<file path="src/hw/rtl/swra_pkg.sv">
// ----------------------------------------------------------------------------
// swra_pkg
// Shared types and constants of the sliding-window receiver with cumulative
// ack: register map, register reset values and the configuration bundle.
// ----------------------------------------------------------------------------
package swra_pkg;

    typedef logic [0:0] reg_idx_t;

    localparam reg_idx_t REG_TOTAL_COUNT = 1'b0;
    localparam reg_idx_t REG_WINDOW_SIZE = 1'b1;

    localparam int unsigned PADDR_W = 3;
    localparam int unsigned PDATA_W = 32;

    localparam logic [15:0] TOTAL_COUNT_RESET = 16'd20000;
    localparam logic [5:0]  WINDOW_SIZE_RESET = 6'd1;

    typedef struct packed {
        logic [15:0] total_count;
        logic [5:0]  window_size;
        logic        restart;
    } cfg_t;

endpackage

</file>
<file path="src/hw/rtl/swra_cfg.sv">
// ----------------------------------------------------------------------------
// swra_cfg
// APB-style register block: holds total_count and window_size and raises a
// restart strobe on every register write.
// ----------------------------------------------------------------------------
module swra_cfg (
    input  logic                            clk,
    input  logic                            rst_n,
    input  logic                            psel,
    input  logic                            penable,
    input  logic                            pwrite,
    input  logic [swra_pkg::PADDR_W-1:0]    paddr,
    input  logic [swra_pkg::PDATA_W-1:0]    pwdata,
    output logic [swra_pkg::PDATA_W-1:0]    prdata,
    output logic                            pready,
    output swra_pkg::cfg_t                  cfg
);
    import swra_pkg::*;

    logic [15:0] total_count_reg;
    logic [5:0]  window_size_reg;
    logic        wr_en;
    reg_idx_t    reg_idx;

    assign pready  = 1'b1;
    assign reg_idx = paddr[2];
    assign wr_en   = psel && penable && pwrite && pready;

    always_ff @(posedge clk or negedge rst_n)
    begin
        if (!rst_n)
        begin
            total_count_reg <= TOTAL_COUNT_RESET;
            window_size_reg <= WINDOW_SIZE_RESET;
        end
        else if (wr_en)
        begin
            unique case (reg_idx)
                REG_TOTAL_COUNT: total_count_reg <= pwdata[15:0];
                REG_WINDOW_SIZE: window_size_reg <= pwdata[5:0];
                default:         total_count_reg <= total_count_reg;
            endcase
        end
    end

    always_comb
    begin
        unique case (reg_idx)
            REG_TOTAL_COUNT: prdata = {{(PDATA_W-16){1'b0}}, total_count_reg};
            REG_WINDOW_SIZE: prdata = {{(PDATA_W-6){1'b0}}, window_size_reg};
            default:         prdata = '0;
        endcase
    end

    assign cfg.total_count = total_count_reg;
    assign cfg.window_size = window_size_reg;
    assign cfg.restart     = wr_en;

endmodule

</file>
<file path="config.mk">
export PLATFORM = sky130hd
export DESIGN_NAME = swra_cfg
export DESIGN_NICKNAME = d
export VERILOG_FILES = /design/src/hw/rtl/swra_pkg.sv /design/src/hw/rtl/swra_cfg.sv
export SDC_FILE = /design/constraint.sdc
export NUM_CORES = 1
export LEC_CHECK = 0
export ABC_AREA = 1
export BUFFER_PORTS_ARGS = -buffer_cell sky130_fd_sc_hd__buf_2
export CAP_MARGIN = 40
export CORE_MARGIN = 4
export CORE_UTILIZATION = 39
export CTS_CLUSTER_DIAMETER = 30
export DETAILED_ROUTE_END_ITERATION = 7
export GPL_TIMING_DRIVEN = 1
export PLACE_DENSITY = 0.8
export RECOVER_POWER = 25
export SLEW_MARGIN = 20
export SYNTH_ARGS = -nofsm -noshare
export SYNTH_HDL_FRONTEND = slang
export SYNTH_SLANG_ARGS = --single-unit
</file>
<file path="constraint.sdc">
create_clock -name clk -period 0.98 [get_ports clk]
set_input_delay 0.196 -clock clk [delete_from_list [all_inputs] [get_ports clk]]
set_output_delay 0.196 -clock clk [all_outputs]
set_load 0.1 [all_outputs]
</file>
==> results.cfg, run 1 <==
[run_status]
status = finished, violations left
violations = negative setup slack

[sta]
fmax_ghz = 0.660
setup_violations = 51
slew_violations = 0
fin_crit_sh_pct = 155
tns_ps = -15420
rsz0062_at_grt = yes
slew_headroom_pct = 66.6
worst_hold_slack_ps = 82.8
final.min_clock_period_ps = 1510
setup_slack_ps = -535
final_hold_viol_count = 0
worst_pin_slew_ps = 500
fin_skew_ps = 0

[grt]
overflow = 0
antenna_found_initial = 0
track_usage_pct = 28.9
grt_pass1_wl_um = 8710
met2_usage_pct = 51.2
top_usage_layer = met2
grt_pass1_vias = 1543
met3_usage_pct = 2.46
use_met1_pct = 32.1
grt_max_degree = 23

[clock_network]
cts_made_buffers = 3
insertion_delay_ps = 330
cts_tree = yes
cts_root_buffer = clkbuf_4
htree_levels = 1
clkSinkCount = 22
clockBufferDepth = 2
cts.clk_slew.worst_paths_ps = 130

[cells_and_area]
area_growth_pct = 136
final_nets = 293
multiInputGateArea_sq_um = 767
antenna_cells = 0
fin_util_pct = 94.9
fin_area_sq_mm = 0.00287
layout-drive-gt1-share_pct = 68.7
largest_register_ffs = 16
fill_cells = 80
seq_area_sq_um = 638

[worst_setup_path]
cp.required_ps = 780
cp-start-kind = register
crit_chain = inv_2, nor2_4, buf_12
slowest_delay_ps = 670
cp_max_fo = 2
reg2reg_slack_ps = -80
r2r_end = total_count_reg[14]
endpoint_kind = primary output
reg2reg_from = total_count_reg[14]
arrival_ps = 1320
worst-setup-path-type = reg2out
crit_slowest_cell = dfstp_4
rr_worst_depth = 4

[route]
num_vias = 1554
drt.antenna.violating_nets = 0
dr.pass1.iters = 4
routed_via_density = 5.25
dr.first_iter.drc_count = 153
route.detailed.drc = 0
routed_wl_um = 6770
drt-wirelength-per-cell_um = 22.9

[power_and_ir_drop]
power.density_mw_per_mm2 = 2400
vdd_drop_max_uv = 1600
p_total_uw = 6890
p_leak_uw = 0.00137

[job]
drv_cap = 0

[yosys]
synthFlopType = dfrtp_1
async_reset_ff_share_pct = 100
synth.area.top_cells = dfrtp_1, nand2_1, dfstp_2
synth_edf_count = 0
yosysMostFrequentCell = nand2_1
synth-seq-area-share_pct = 45.8
synth_cell_types = 16
synth_common_cells = nand2_1, nand3_1, buf_4
netlist_instances = 159
syn_avg_cell_area_sq_um = 7.66
synth_area_leader_cell = dfrtp_1
yosys_register_bits = 22
synth.top_cell.area_share_pct = 32.9
yosysWarnings = 0
syn-cell-area_sq_mm = 0.00122

[placed_design]
gp_congestion = 0.782
io_buffers = 60
hpwl_um = 3770
postPlaceCellArea_sq_mm = 0.00261

[hold_path]
worstHoldEndpoint = total_count_reg[9]
holdPathStages = 3
hold_start = pwdata[9]
worstHoldPathType = in2reg

[die]
die_h_um = 63.9
num_rows = 20
initial_core_util_pct = 40.2
core_sq_mm = 0.00303
ios = 96
die_area_sq_mm = 0.00408
die_w_um = 63.9
-- power by group --
group,switching [uW],internal (uW)
Clock,305,228
Sequential,270,1220
Combinational,3140,1720
-- cells by family after synthesis --
| logic type | after synthesis | synth area share (%) |
|---|---|---|
| other | 2 | 0.617 |
| AND/OR/NAND/NOR | 98 | 34.9 |
| flip-flops | 22 | 45.8 |
| buffers and inverters | 37 | 18.6 |
-- metrics by stage --
stage | cells | worst slack [ps]
after floorplan | 174 | -566
after global placement | 280 | -140
after detailed placement | 280 | -214
after CTS | 290 | -523
after global routing | 296 | -570
final | 296 | -535
-- how the worst max path moves through the flow --
| stage | from | to | cells past startpoint |
|---|---|---|---|
| 5_1_grt | total_count_reg[11] | prdata[11] | 3 |
| 6_report | total_count_reg[14] | prdata[14] | 3 |
| 3_5_place_dp | paddr[2] | total_count_reg[8] | 6 |
| 2_1_floorplan | total_count_reg[10] | prdata[10] | 2 |
| 3_3_place_gp | total_count_reg[11] | prdata[11] | 3 |
| 4_1_cts | window_size_reg[0] | prdata[0] | 3 |
-- final cells by class --
type	count	share of cell area, %
Timing Repair Buffer	99	45.9
Sequential cell	22	22.2
Multi-Input combinational cell	115	26.7
Clock buffer	4	1.26
Inverter	12	2.00
Tap cell	44	1.92
-- what timing repair did --
item,4_1_cts,5_1_grt
setup buffers,5,8
resized for setup,19,18
endpoints found under the setup margin,38,43
hold buffers,1,0
hold endpoints to repair,16,0
pin swaps,13,13
-- worst max-delay path: cells and delay by family (launching register included) --
kind          cells  cell delay (ps)
simple gates      1               90
flops             1              670
buf+inv           2              230
-- metal layers --
layer	up-vias	routed length [um]
li1	637	-
met5	-	0
met1	764	2280
met3	39	395
met2	114	3610
met4	0	497
-- placed cells by master (no fill, tap or decap) --
cell            n
nand2_2         7
inv_4           5
inv_2           7
nand2_4        12
buf_4          13
buf_12         44
nand2_8         6
dfrtp_2         1
nor2_4         11
clkbuf_8        1
nand4_4         1
dfstp_4         6
dfrtp_4        15
clkbuf_4        3
buf_6          20
conb_1         17
buf_2          21
nand3_1        22
dlygate4sd3_1   1
nand2_1        38
nand4_1         1
Power figures use the tool's default switching activity.
==> run 2, diff against run 1 <==
Settings changed: SETUP_SLACK_MARGIN set to 0.02.
==> results.cfg, run 2 (synthesis gave the netlist of run 1 again) <==
[run_status]
status = finished, violations left
violations = negative setup slack

[cells_and_area]
fin_util_pct = 93.3
fin_area_sq_mm = 0.00283
fill_cells = 86
layout-drive-gt1-share_pct = 67.6
final_nets = 294
largest_register_ffs = 16
antenna_cells = 0
final_cell_mix = buf_12, nand2_1, nand3_1
mostFrequentLayoutCell = buf_12
area_growth_pct = 132
final_cells = 297

[hold_path]
hold_start = pwdata[10]
holdPathStages = 3
worstHoldEndpoint = total_count_reg[10]
worstHoldPathType = in2reg

[sta]
setup_slack_ps = -553
slew_violations = 0
fmax_ghz = 0.652
fin_skew_ps = 0
tns_ps = -14970
setup_violations = 41
final.min_clock_period_ps = 1530
worst_pin_slew_ps = 550
final_hold_viol_count = 0
rsz0062_at_grt = yes
fin_crit_sh_pct = 156
slew_headroom_pct = 63.3

[clock_network]
cts_made_buffers = 3
insertion_delay_ps = 330
clockBufferDepth = 2
cts_tree = yes
clkSinkCount = 22
cts_root_buffer = clkbuf_4
htree_levels = 1
cts.clk_slew.worst_paths_ps = 130

[worst_setup_path]
worst-setup-path-type = reg2out
cp-start-kind = register
crit_slowest_cell = dfstp_4
path_buf_inv = 2
rr_worst_depth = 4
crit_chain = inv_2, nor2_4, buf_12
slowest_delay_ps = 650
r2r_end = total_count_reg[14]
cp.required_ps = 780
cp_max_fo = 2
path_delay_family = flip-flops
reg2reg_from = total_count_reg[14]
endpoint_kind = primary output
reg2reg_slack_ps = -50
arrival_ps = 1340

[route]
dr.first_iter.drc_count = 136
routed_via_density = 5.12
num_vias = 1521
route.detailed.drc = 0
dr.pass1.iters = 4
routed_wl_um = 5710
drt.antenna.violating_nets = 0
drt-wirelength-per-cell_um = 19.2

[grt]
grt_pass1_vias = 1497
track_usage_pct = 26.3
grt_max_degree = 23
grt_pass1_wl_um = 8140
antenna_found_initial = 0
overflow = 0

[power_and_ir_drop]
vdd_drop_max_uv = 1680
power.density_mw_per_mm2 = 2360
p_leak_uw = 0.00136

[placed_design]
hpwl_um = 3460
gp_congestion = 0.739
dp_cells = 280
io_buffers = 60
postPlaceCellArea_sq_mm = 0.00259

[die]
num_rows = 20
die_h_um = 63.9
die_w_um = 63.9
core_sq_mm = 0.00303
die_area_sq_mm = 0.00408
initial_core_util_pct = 40.2
ios = 96

[job]
drv_cap = 0
## run 2: cell types whose count changed in the layout (fill, tap and decap cells not counted), sizes merged
cell / delta
clkbuf: +1
## run 2: final cells by class
cell class / instances / area [sq um] / share of cell area (%)
clock buffer: 4 / 26.3 / 0.930
timing repair buffer: 100 / 1300 / 46.0
tap: 44 / 55.1 / 1.95
inverter: 12 / 55.1 / 1.95
sequential: 22 / 638 / 22.6
multi-input combinational: 115 / 752 / 26.6
## run 2: how the worst max path moves through the flow
stage                         from            endpoint  slack (ps)  cells after the start
6_report       total_count_reg[11]          prdata[11]        -550                      3
5_1_grt        total_count_reg[10]          prdata[10]        -590                      3
4_1_cts        total_count_reg[10]          prdata[10]        -510                      3
3_5_place_dp              paddr[2]  total_count_reg[0]        -250                      6
3_3_place_gp   total_count_reg[10]          prdata[10]        -140                      3
2_1_floorplan  total_count_reg[10]          prdata[10]        -570                      2
## run 2: what timing repair did
action	4_1_cts	5_1_grt
setup endpoints to repair	39	42
buffers inserted	6	9
gates cloned	0	0
hold buffers	1	0
hold endpoints to repair	16	0
gates resized for setup	16	13
pin swaps	18	6
## run 2: power breakdown
group          switching (uW)  internal [uW]  total (uW)
clock network             313            160         473
registers                 263           1220        1490
logic                    3070           1640        4710
## run 2: layer usage
| layer | vias up | global-route usage [%] | part of all wire (%) |
|---|---|---|---|
| met5 | - | 0 | 0 |
| met4 | 0 | 14.8 | 5.1 |
| met3 | 29 | 3.16 | 8.0 |
| met2 | 114 | 46.8 | 53 |
| met1 | 739 | 29.9 | 34 |
| li1 | 639 | - | - |
## run 2: metrics by stage
| stage | setup WS (ps) | power, uW | hold WS [ps] |
|---|---|---|---|
| detailed placement | -250 | 5860 | 184 |
| global route | -586 | 6810 | 76.7 |
| finish | -553 | 6670 | 70.0 |
| CTS | -510 | 6470 | 73.7 |
| floorplan | -566 | 4260 | -99.6 |
| global placement | -140 | 5760 | 183 |
## run 2: worst min-delay path, cell delays in order
cell,delay [ps]
buf_2,100
nand3_1,70
nand2_1,50
==> run 3, diff against run 2 <==
Settings changed: BUFFER_PORTS_ARGS -buffer_cell sky130_fd_sc_hd__buf_2 to -buffer_cell sky130_fd_sc_hd__buf_4.
==> results.cfg, run 3 (synthesis gave the netlist of run 1 again) <==
[clock_network]
htree_levels = 1
cts_made_buffers = 3
clkSinkCount = 22
cts_tree = yes
insertion_delay_ps = 310
cts_root_buffer = clkbuf_4
cts.clk_slew.worst_paths_ps = 130
clockBufferDepth = 2

[sta]
slew_violations = 0
setup_violations = 40
setup_slack_ps = -545
rsz0062_at_grt = yes
slew_headroom_pct = 61.9
worst_pin_slew_ps = 571
final_hold_viol_count = 0
final.min_clock_period_ps = 1520
fmax_ghz = 0.656
fin_crit_sh_pct = 156
fin_skew_ps = 0

[die]
die_h_um = 63.9
die_w_um = 63.9
initial_core_util_pct = 40.2
die_area_sq_mm = 0.00408
core_sq_mm = 0.00303
num_rows = 20
ios = 96

[route]
met3WireLength_um = 389
route.detailed.drc = 0
wl_met2_um = 3160
drt.antenna.violating_nets = 0
routed_wl_um = 6020
dr.pass1.iters = 4
drt-wirelength-per-cell_um = 21.2
num_vias = 1489
top_layer_used = met4
routed_via_density = 5.24
dr.first_iter.drc_count = 100
drt-met1-wl_um = 2250

[worst_setup_path]
worst-setup-path-type = reg2out
arrival_ps = 1330
endpoint_kind = primary output
cp_max_fo = 2
cp-start-kind = register
reg2reg_slack_ps = -40
cp.required_ps = 780

[power_and_ir_drop]
clkPwrFrac_pct = 6.9
intPower_uw = 2910
swShare_pct = 55.4
p_sw_uw = 3620
power.density_mw_per_mm2 = 2370
p_leak_uw = 0.00130
p_comb_share_pct = 69.8
vdd_drop_max_uv = 1350
seq_power_share_pct = 23.2

[grt]
overflow = 0
grt_pass1_vias = 1403
grt_max_degree = 23
track_usage_pct = 25.0
grt_pass1_wl_um = 7680
antenna_found_initial = 0

[cells_and_area]
antenna_cells = 0
final_nets = 281
final_cell_mix = nand2_1, buf_12, buf_4
fin_util_pct = 91.1
largest_register_ffs = 16
area_growth_pct = 127
layout-drive-gt1-share_pct = 65.0
final_cells = 284

[run_status]
status = finished, violations left
violations = negative setup slack

[placed_design]
gp_congestion = 0.749
dp_cells = 269
hpwl_um = 2680
io_buffers = 60

[hold_path]
worstHoldPathType = in2reg

[job]
drv_cap = 0
run 3: stage by stage:
| step | power, uW | setup TNS [ps] | hold slack, ps | worst slack [ps] | area [sq um] |
|---|---|---|---|---|---|
| floorplan | 4260 | -5760 | -99.6 | -566 | 1610 |
| global placement | 4830 | -7110 | 98.8 | -244 | 2070 |
| detailed placement | 4870 | -7500 | 105 | -277 | 2070 |
| CTS | 6180 | -12580 | 98.7 | -490 | 2620 |
| global route | 6670 | -14790 | 101 | -578 | 2760 |
| finish | 6540 | -13780 | 97.9 | -545 | 2760 |
run 3: layout make-up:
type / instances / area, sq um
clock buffers: 4 / 26.3
fillers: 113 / 269
inverters: 12 / 52.6
multi-input cells: 116 / 778
flip-flops and latches: 22 / 638
well taps: 44 / 55.1
repair buffers: 86 / 1210
run 3: what timing repair did:
action / CTS / global route
gates cloned: 0 / 1
endpoints found under the setup margin: 38 / 49
hold endpoints to repair: 16 / 0
hold buffers: 1 / 0
pin swaps: 20 / 6
gates resized for setup: 120 / 15
setup buffers: 3 / 6
run 3: power groups by stage:
stage / Clock (uW) / Sequential, uW / Combinational (uW)
2_1_floorplan: 0 / 2700 / 1560
3_3_place_gp: 0 / 1410 / 3420
3_5_place_dp: 0 / 1420 / 3450
4_1_cts: 446 / 1480 / 4260
5_1_grt: 492 / 1530 / 4650
6_report: 454 / 1520 / 4560
run 3: path summary, 6_finish.rpt:
path,startpoint,to,depth (start not counted)
max reg2reg,window_size_reg[5],window_size_reg[5],4
min reg2reg,total_count_reg[1],total_count_reg[1],2
max in group asynchronous,rst_n,total_count_reg[6],2
max,total_count_reg[10],prdata[10],3
min,pwdata[10],total_count_reg[10],3
min in group asynchronous,rst_n,window_size_reg[5],2
run 3: critical path: stages (launching register included):
cell and delay (ps):
dfstp_4 650, inv_2 50, nor2_4 120, buf_12 190
run 3: layer usage:
| layer | vias up | track usage, % |
|---|---|---|
| met5 | - | 0 |
| met4 | 0 | 12.1 |
| met3 | 22 | 2.81 |
| met2 | 90 | 43.5 |
| met1 | 759 | 30.3 |
| li1 | 618 | - |
